===== config.mk =====
export PLATFORM = sky130hd
export DESIGN_NAME = refcounted_segment_table
export DESIGN_NICKNAME = d
export VERILOG_FILES = /design/src/design/rcst_pkg.sv /design/src/design/rcst_ram.sv /design/src/design/rcst_engine.sv /design/src/design/refcounted_segment_table.sv
export SDC_FILE = /design/constraint.sdc
export NUM_CORES = 2
export LEC_CHECK = 0
export BUFFER_PORTS_ARGS = -buffer_cell sky130_fd_sc_hd__clkbuf_2
export CAP_MARGIN = 15
export CORE_ASPECT_RATIO = 1.25
export CORE_MARGIN = 10
export CORE_UTILIZATION = 55
export DETAILED_ROUTE_END_ITERATION = 8
export MAX_ROUTING_LAYER = met4
export PLACE_DENSITY = 0.71
export SLEW_MARGIN = 0
export SYNTH_ARGS = -nofsm -noshare
export SYNTH_HDL_FRONTEND = slang
export SYNTH_SLANG_ARGS = --single-unit

===== constraint.sdc =====
create_clock -name clock -period 7.64 [get_ports clock]
set_clock_uncertainty 0.15 [all_clocks]
set_input_delay 1.528 -clock clock [delete_from_list [all_inputs] [get_ports clock]]
set_output_delay 1.528 -clock clock [all_outputs]
set_load 0.03 [all_outputs]

===== src/design/rcst_pkg.sv =====
// Package with constants, codes and types of the segment table.
package rcst_pkg;

   localparam int TABLE_ENTRIES = 64;
   localparam int MAX_REFS      = 255;

   localparam int KEY_W    = 32;
   localparam int IDX_W    = $clog2(TABLE_ENTRIES);
   localparam int CNT_W    = $clog2(MAX_REFS + 1);
   localparam int ENTRY_W  = KEY_W + CNT_W;
   localparam int STATUS_W = 3;
   localparam int SLOT_W   = 6;
   localparam int REF_W    = 8;

   localparam logic OP_OPEN  = 1'b0;
   localparam logic OP_CLOSE = 1'b1;

   localparam logic [STATUS_W-1:0] ST_ATTACHED  = 3'd0;
   localparam logic [STATUS_W-1:0] ST_CREATED   = 3'd1;
   localparam logic [STATUS_W-1:0] ST_FULL      = 3'd2;
   localparam logic [STATUS_W-1:0] ST_LIMIT     = 3'd3;
   localparam logic [STATUS_W-1:0] ST_DETACHED  = 3'd4;
   localparam logic [STATUS_W-1:0] ST_RELEASED  = 3'd5;
   localparam logic [STATUS_W-1:0] ST_NOT_FOUND = 3'd6;
   localparam logic [STATUS_W-1:0] ST_INVALID   = 3'd7;

   typedef struct packed {
      logic             op;
      logic [KEY_W-1:0] key;
   } req_type;

   typedef struct packed {
      logic                valid;
      logic [STATUS_W-1:0] status;
      logic [IDX_W-1:0]    idx;
      logic [CNT_W-1:0]    count;
   } res_type;

endpackage


===== src/design/rcst_ram.sv =====
// Generic single-port-write, single-port-read RAM with registered read data.
module rcst_ram #(
   parameter int WIDTH = 8,
   parameter int DEPTH = 64
) (
   input  logic                     clock,
   input  logic                     wr_en,
   input  logic [$clog2(DEPTH)-1:0] wr_addr,
   input  logic [WIDTH-1:0]         wr_data,
   input  logic                     rd_en,
   input  logic [$clog2(DEPTH)-1:0] rd_addr,
   output logic [WIDTH-1:0]         rd_data
);

   logic [WIDTH-1:0] mem_ff [DEPTH];
   logic [WIDTH-1:0] rd_data_ff;

   always_ff @(posedge clock) begin
      if (wr_en) begin
         mem_ff[wr_addr] <= wr_data;
      end
      if (rd_en) begin
         rd_data_ff <= mem_ff[rd_addr];
      end
   end

   assign rd_data = rd_data_ff;

endmodule


===== src/design/rcst_engine.sv =====
// Scan and write-back sequencer around the entry memory.
module rcst_engine (
   input  logic              clock,
   input  logic              reset,
   input  logic              start,
   input  rcst_pkg::req_type req,
   output logic              busy,
   output rcst_pkg::res_type res
);

   localparam int IDX_W = rcst_pkg::IDX_W;
   localparam int CNT_W = rcst_pkg::CNT_W;
   localparam int KEY_W = rcst_pkg::KEY_W;

   localparam logic [1:0] S_CLEAR = 2'd0;
   localparam logic [1:0] S_IDLE  = 2'd1;
   localparam logic [1:0] S_SCAN  = 2'd2;
   localparam logic [1:0] S_DONE  = 2'd3;

   localparam logic [IDX_W-1:0] LAST_IDX    = IDX_W'(rcst_pkg::TABLE_ENTRIES - 1);
   localparam logic [IDX_W:0]   ENTRIES_CNT = (IDX_W + 1)'(rcst_pkg::TABLE_ENTRIES);
   localparam logic [CNT_W-1:0] MAX_CNT     = CNT_W'(rcst_pkg::MAX_REFS);
   localparam logic [CNT_W-1:0] ONE_CNT     = CNT_W'(1);

   logic [1:0]              state_ff,    state_in;
   rcst_pkg::req_type       req_ff,      req_in;
   logic [IDX_W:0]          issue_ff,    issue_in;
   logic [IDX_W-1:0]        clr_ff,      clr_in;
   logic                    rd_valid_ff, rd_valid_in;
   logic [IDX_W-1:0]        rd_idx_ff,   rd_idx_in;
   logic                    hit_ff,      hit_in;
   logic [IDX_W-1:0]        hit_idx_ff,  hit_idx_in;
   logic [CNT_W-1:0]        hit_cnt_ff,  hit_cnt_in;
   logic                    free_ff,     free_in;
   logic [IDX_W-1:0]        free_idx_ff, free_idx_in;

   logic                          wr_en;
   logic [IDX_W-1:0]              wr_addr;
   logic [rcst_pkg::ENTRY_W-1:0]  wr_data;
   logic                          rd_en;
   logic [IDX_W-1:0]              rd_addr;
   logic [rcst_pkg::ENTRY_W-1:0]  rd_data;
   logic [KEY_W-1:0]              rd_key;
   logic [CNT_W-1:0]              rd_cnt;

   assign rd_key = rd_data[rcst_pkg::ENTRY_W-1:CNT_W];
   assign rd_cnt = rd_data[CNT_W-1:0];

   rcst_ram #(
      .WIDTH(rcst_pkg::ENTRY_W),
      .DEPTH(rcst_pkg::TABLE_ENTRIES)
   ) u_entries (
      .clock  (clock),
      .wr_en  (wr_en),
      .wr_addr(wr_addr),
      .wr_data(wr_data),
      .rd_en  (rd_en),
      .rd_addr(rd_addr),
      .rd_data(rd_data)
   );

   always_comb begin
      state_in    = state_ff;
      req_in      = req_ff;
      issue_in    = issue_ff;
      clr_in      = clr_ff;
      hit_in      = hit_ff;
      hit_idx_in  = hit_idx_ff;
      hit_cnt_in  = hit_cnt_ff;
      free_in     = free_ff;
      free_idx_in = free_idx_ff;
      wr_en       = 1'b0;
      wr_addr     = '0;
      wr_data     = '0;
      rd_en       = 1'b0;
      rd_addr     = '0;
      res         = '0;

      unique case (state_ff)
         S_CLEAR: begin
            wr_en   = 1'b1;
            wr_addr = clr_ff;
            clr_in  = clr_ff + 1'b1;
            if (clr_ff == LAST_IDX) begin
               state_in = S_IDLE;
            end
         end
         S_IDLE: begin
            if (start) begin
               req_in   = req;
               issue_in = '0;
               hit_in   = 1'b0;
               free_in  = 1'b0;
               state_in = S_SCAN;
            end
         end
         S_SCAN: begin
            if (issue_ff < ENTRIES_CNT) begin
               rd_en    = 1'b1;
               rd_addr  = issue_ff[IDX_W-1:0];
               issue_in = issue_ff + 1'b1;
            end
            if (rd_valid_ff) begin
               if (rd_key == req_ff.key && !hit_ff) begin
                  hit_in     = 1'b1;
                  hit_idx_in = rd_idx_ff;
                  hit_cnt_in = rd_cnt;
               end
               if (rd_key == '0 && !free_ff) begin
                  free_in     = 1'b1;
                  free_idx_in = rd_idx_ff;
               end
               if (rd_idx_ff == LAST_IDX) begin
                  state_in = S_DONE;
               end
            end
         end
         S_DONE: begin
            res.valid = 1'b1;
            state_in  = S_IDLE;
            if (req_ff.op == rcst_pkg::OP_OPEN) begin
               if (hit_ff) begin
                  res.idx = hit_idx_ff;
                  if (hit_cnt_ff >= MAX_CNT) begin
                     res.status = rcst_pkg::ST_LIMIT;
                     res.count  = hit_cnt_ff;
                  end else begin
                     res.status = rcst_pkg::ST_ATTACHED;
                     res.count  = hit_cnt_ff + 1'b1;
                     wr_en      = 1'b1;
                     wr_addr    = hit_idx_ff;
                     wr_data    = {req_ff.key, res.count};
                  end
               end else if (free_ff) begin
                  res.status = rcst_pkg::ST_CREATED;
                  res.idx    = free_idx_ff;
                  res.count  = ONE_CNT;
                  wr_en      = 1'b1;
                  wr_addr    = free_idx_ff;
                  wr_data    = {req_ff.key, ONE_CNT};
               end else begin
                  res.status = rcst_pkg::ST_FULL;
               end
            end else begin
               if (!hit_ff) begin
                  res.status = rcst_pkg::ST_NOT_FOUND;
               end else if (hit_cnt_ff <= ONE_CNT) begin
                  res.status = rcst_pkg::ST_RELEASED;
                  res.idx    = hit_idx_ff;
                  wr_en      = 1'b1;
                  wr_addr    = hit_idx_ff;
               end else begin
                  res.status = rcst_pkg::ST_DETACHED;
                  res.idx    = hit_idx_ff;
                  res.count  = hit_cnt_ff - 1'b1;
                  wr_en      = 1'b1;
                  wr_addr    = hit_idx_ff;
                  wr_data    = {req_ff.key, res.count};
               end
            end
         end
         default: begin
            state_in = S_IDLE;
         end
      endcase

      rd_valid_in = rd_en;
      rd_idx_in   = rd_addr;
   end

   always_ff @(posedge clock) begin
      if (reset) begin
         state_ff    <= S_CLEAR;
         clr_ff      <= '0;
         rd_valid_ff <= 1'b0;
      end else begin
         state_ff    <= state_in;
         clr_ff      <= clr_in;
         rd_valid_ff <= rd_valid_in;
      end
   end

   always_ff @(posedge clock) begin
      req_ff      <= req_in;
      issue_ff    <= issue_in;
      rd_idx_ff   <= rd_idx_in;
      hit_ff      <= hit_in;
      hit_idx_ff  <= hit_idx_in;
      hit_cnt_ff  <= hit_cnt_in;
      free_ff     <= free_in;
      free_idx_ff <= free_idx_in;
   end

   assign busy = (state_ff != S_IDLE);

endmodule


===== src/design/refcounted_segment_table.sv =====
// Top level of the reference-counted segment table.
//
// Usage:
//   Request channel: drive req_opcode (open or close) and req_segment_id with
//   start high; the item is taken at a clock edge where start is high and busy
//   is low. Only one item is in flight at a time.
//   Response channel: rsp_strobe is high for exactly one cycle with rsp_status,
//   rsp_slot and rsp_ref_count valid; the receiver cannot stall it.
//   Processing: a nonzero id is scanned through the single read port of the
//   entry RAM, one read per entry, from acceptance to strobe: the last read
//   data returns, then the decision and write-back, then the response
//   register. busy stays high throughout and drops in the strobe cycle, so
//   a new item can be taken then.
//   Id 0 is answered as invalid in the next cycle without raising busy.
//   Reset: a clearing pass writes every entry free with a count of zero,
//   with busy high, before the first item is taken.
module refcounted_segment_table (
   input  logic                                clock,
   input  logic                                reset,
   input  logic                                start,
   output logic                                busy,
   input  logic                                req_opcode,
   input  logic [rcst_pkg::KEY_W-1:0]          req_segment_id,
   output logic                                rsp_strobe,
   output logic [rcst_pkg::STATUS_W-1:0]       rsp_status,
   output logic [rcst_pkg::SLOT_W-1:0]         rsp_slot,
   output logic [rcst_pkg::REF_W-1:0]          rsp_ref_count
);

   localparam int IDX_W  = rcst_pkg::IDX_W;
   localparam int CNT_W  = rcst_pkg::CNT_W;
   localparam int SLOT_W = rcst_pkg::SLOT_W;
   localparam int REF_W  = rcst_pkg::REF_W;

   logic                           accept;
   logic                           invalid;
   logic                           eng_start;
   logic                           eng_busy;
   rcst_pkg::req_type              eng_req;
   rcst_pkg::res_type              eng_res;
   logic [SLOT_W+IDX_W-1:0]        slot_wide;
   logic [REF_W+CNT_W-1:0]         count_wide;

   logic                           strobe_ff, strobe_in;
   logic [rcst_pkg::STATUS_W-1:0]  status_ff, status_in;
   logic [SLOT_W-1:0]              slot_ff,   slot_in;
   logic [REF_W-1:0]               count_ff,  count_in;

   assign accept    = start && !eng_busy;
   assign invalid   = (req_segment_id == '0);
   assign eng_start = accept && !invalid;
   assign eng_req   = '{op: req_opcode, key: req_segment_id};

   rcst_engine u_engine (
      .clock(clock),
      .reset(reset),
      .start(eng_start),
      .req  (eng_req),
      .busy (eng_busy),
      .res  (eng_res)
   );

   assign slot_wide  = {{SLOT_W{1'b0}}, eng_res.idx};
   assign count_wide = {{REF_W{1'b0}}, eng_res.count};

   always_comb begin
      strobe_in = 1'b0;
      status_in = status_ff;
      slot_in   = slot_ff;
      count_in  = count_ff;
      if (accept && invalid) begin
         strobe_in = 1'b1;
         status_in = rcst_pkg::ST_INVALID;
         slot_in   = '0;
         count_in  = '0;
      end else if (eng_res.valid) begin
         strobe_in = 1'b1;
         status_in = eng_res.status;
         slot_in   = slot_wide[SLOT_W-1:0];
         count_in  = count_wide[REF_W-1:0];
      end
   end

   always_ff @(posedge clock) begin
      if (reset) begin
         strobe_ff <= 1'b0;
      end else begin
         strobe_ff <= strobe_in;
      end
   end

   always_ff @(posedge clock) begin
      status_ff <= status_in;
      slot_ff   <= slot_in;
      count_ff  <= count_in;
   end

   assign busy          = eng_busy;
   assign rsp_strobe    = strobe_ff;
   assign rsp_status    = status_ff;
   assign rsp_slot      = slot_ff;
   assign rsp_ref_count = count_ff;

endmodule


==> impl_metrics.json <==
{
  "status": "finished, final reports clean",
  "grt_pass1_vias": 61100,
  "drt-initial-drc-count": 9654,
  "core_area_um2": 195000,
  "ys_ff_latch": 2695,
  "tritoncts": "done",
  "drv_cap": 0,
  "cp.required_ps": 8100,
  "io_pins": 55,
  "yosys.area_share.simple_pct": 4.27,
  "dpl_worst_slack_ps": 2550,
  "syn_to_final_growth_pct": 10.3,
  "die_h_um": 515,
  "power_mw": 33.3,
  "clk_latency_ps": 920,
  "max_freq_mhz": 188,
  "synth.distinct_cells": 80,
  "slew_headroom_pct": 8.36,
  "die_x_um": 416,
  "drv_slew": 0,
  "synth_compound_area_share_pct": 7.34,
  "min_period_ps": 5310,
  "synth.avg_cell_area_um2": 16.9,
  "clk_path_buf_depth": 3,
  "slowest_delay_ps": 1170,
  "cts_htree_levels": 4,
  "gp_congestion": 0.904,
  "syn-num-nets": 6448,
  "cts_resized": 0,
  "dieArea_um2": 215000,
  "grt_max_degree": 144,
  "drt_pass1_iterations": 6,
  "period_share_pct": 69.5,
  "synthTopCellsByArea": "edfxtp_1 (74%), mux4_2 (6.6%), mux2i_1 (3.3%)",
  "startpoint_type": "flip-flop",
  "detail_route.vias_per_cell": 6.79,
  "tightest_slew_ps": 1360,
  "rsz0062_at_grt": "no",
  "hold_buffers": 0,
  "drive_gt1_share_pct": 16.7,
  "path_delay_family": "simple AND/OR/NAND/NOR gates",
  "synth_top_area_share_pct": 74.0,
  "synth_xor_area_share_pct": 0.405,
  "path_max_fanout": 92,
  "setup_viol": 0,
  "grt_first_pass_wirelength_mm": 446,
  "grt_usage_pct": 29.7,
  "vias": 62600,
  "yosysTopAreaCell": "edfxtp_1",
  "power_density_nw_per_um2": 279,
  "synth.most_common_cell": "edfxtp_1",
  "end_kind": "flip-flop",
  "antenna_found_initial": 13,
  "critPathArrivalTime_ps": 5770,
  "synthCells": 6402,
  "yosys_warnings": 0,
  "final.setup.tns_ps": 0,
  "cts_inserted_buffers": 237,
  "hp-class": "flip-flop to flip-flop",
  "wirelength_mm": 315,
  "detail-route-antenna-nets": 0,
  "synth_seq_area_share_pct": 74.6,
  "portBuffers": 54,
  "vdd_drop_max_uv": 243,
  "wl_per_cell_um": 34.1,
  "clk_pin_slew_worst_paths_ps": 70,
  "cts_setup_buffers": 0,
  "drc": 0,
  "std_cell_rows": 181,
  "synthArstFlopShare_pct": 0,
  "netlist_top_cells_count": "edfxtp_1 (2662), a21oi_1 (502), nor2_1 (411)",
  "synthMuxAreaShare_pct": 10.7,
  "clkSinkCount": 2695,
  "synth_edf_count": 2662,
  "worst-path-buf-inv": 3,
  "synthesis.area_um2": 108000,
  "start_util_pct": 55.4,
  "synthFlopType": "edfxtp_1",
  "leakage_nw": 36.3,
  "synth_top_family_by_area": "multiplexers",
  "root_buffer": "clkbuf_16",
  "crit_slowest_cell": "nor4_1",
  "hpwl_mm": 178,
  "crit_chain": "buf_4, nand2b_4, clkinv_8, nand2_2, inv_6, nand2b_1, o21ai_0, a211oi_1, nor4_1, nor3_1",
  "fin_ws_ps": 2330,
  "critical_path_class": "flip-flop to flip-flop",
  "hold_viol": 0,
  "layout.nets": 6497,
  "grt_remaining_overflow": 0,
  "synth_adder_area_share_pct": 0.116
}
==> per-layer routing <==
layer | vias to the layer above | wire length, um | global-route usage, %
met1 | 31800 | 107000 | 36.3
met2 | 4470 | 148000 | 45.5
met3 | 849 | 36300 | 6.57
li1 | 25400 | - | -
met5 | - | 0 | -
met4 | 0 | 22700 | 17.8
==> final timing paths <==
check / cells past startpoint / slack (ps) / to / startpoint
worst max-delay path: 10 / 2330 / u_engine.u_entries.rd_data[20] / u_engine.issue_ff[6]
worst min register to register: 0 / 300 / u_engine.hit_cnt_ff[4] / u_engine.u_entries.rd_data[4]
worst max register to register: 10 / 2330 / u_engine.u_entries.rd_data[20] / u_engine.issue_ff[6]
worst min-delay path: 0 / 300 / u_engine.hit_cnt_ff[4] / u_engine.u_entries.rd_data[4]
==> logic make-up (layout without fill, tap and decap cells) <==
family / count (synthesis) / count (layout)
fa+ha+maj: 10 / 10
other cells: 0 / 8
mux: 747 / 747
buf+inv: 604 / 852
simple gates: 987 / 987
flops: 2695 / 2695
xor+xnor: 50 / 50
compound gates: 1309 / 1309
==> layout make-up <==
cell class | instances | area [um^2]
clock inverter | 157 | 1370
tap | 2562 | 3210
fill | 13700 | 75900
multi-input combinational | 3103 | 25300
clock buffer | 281 | 6110
sequential | 2695 | 80600
timing repair buffer | 236 | 1840
inverter | 178 | 702
antenna | 8 | 20.0
==> report_power, final <==
group / total (mW) / internal, mW / switching (mW)
clock: 11.6 / 6.23 / 5.38
combinational: 4.79 / 1.54 / 3.24
sequential: 16.9 / 16.6 / 0.224
total: 33.3 / 24.4 / 8.85
==> cell usage in the layout (no fill, tap or decap), types with 39 or more instances in the layout <==
cell / n
buf_4: 160
nor3_1: 50
mux4_2: 315
o21ai_0: 213
clkbuf_2: 54
nor2_1: 348
mux2_2: 78
nor2_4: 68
nand2_1: 239
inv_1: 169
o221ai_1: 39
xnor2_1: 40
clkbuf_16: 237
a31oi_1: 160
edfxtp_1: 2662
clkinv_1: 74
clkinv_2: 45
nand3_1: 57
clkbuf_1: 43
mux2i_1: 354
o22ai_1: 156
a21oi_1: 498
==> state kept, by name, indices dropped and copies added, names as in the netlist, 2 cells and up <==
| signal | count |
|---|---|
| u_engine.state_ff | 2 |
| u_engine.clr_ff | 6 |
| u_engine.u_entries.mem_ff | 2560 |
| rsp_slot | 6 |
| u_engine.free_idx_ff | 6 |
| u_engine.hit_idx_ff | 6 |
| rsp_ref_count | 8 |
| u_engine.hit_cnt_ff | 8 |
| u_engine.req_ff | 33 |
| rsp_status | 3 |
| u_engine.u_entries.rd_data | 40 |
| u_engine.issue_ff | 7 |
| u_engine.rd_idx_ff | 6 |
==> stage by stage <==
step	std cells	hold WS [ps]	util, %	cell area (um^2)
2_1_floorplan	6402	250	-	108000
3_3_place_gp	8766	272	57.2	112000
3_5_place_dp	8772	285	57.2	112000
4_1_cts	9210	305	61.0	119000
5_1_grt	9217	319	61.1	119000
6_report	9220	296	61.1	119000
No activity file was read; power rests on OpenSTA's default activity.
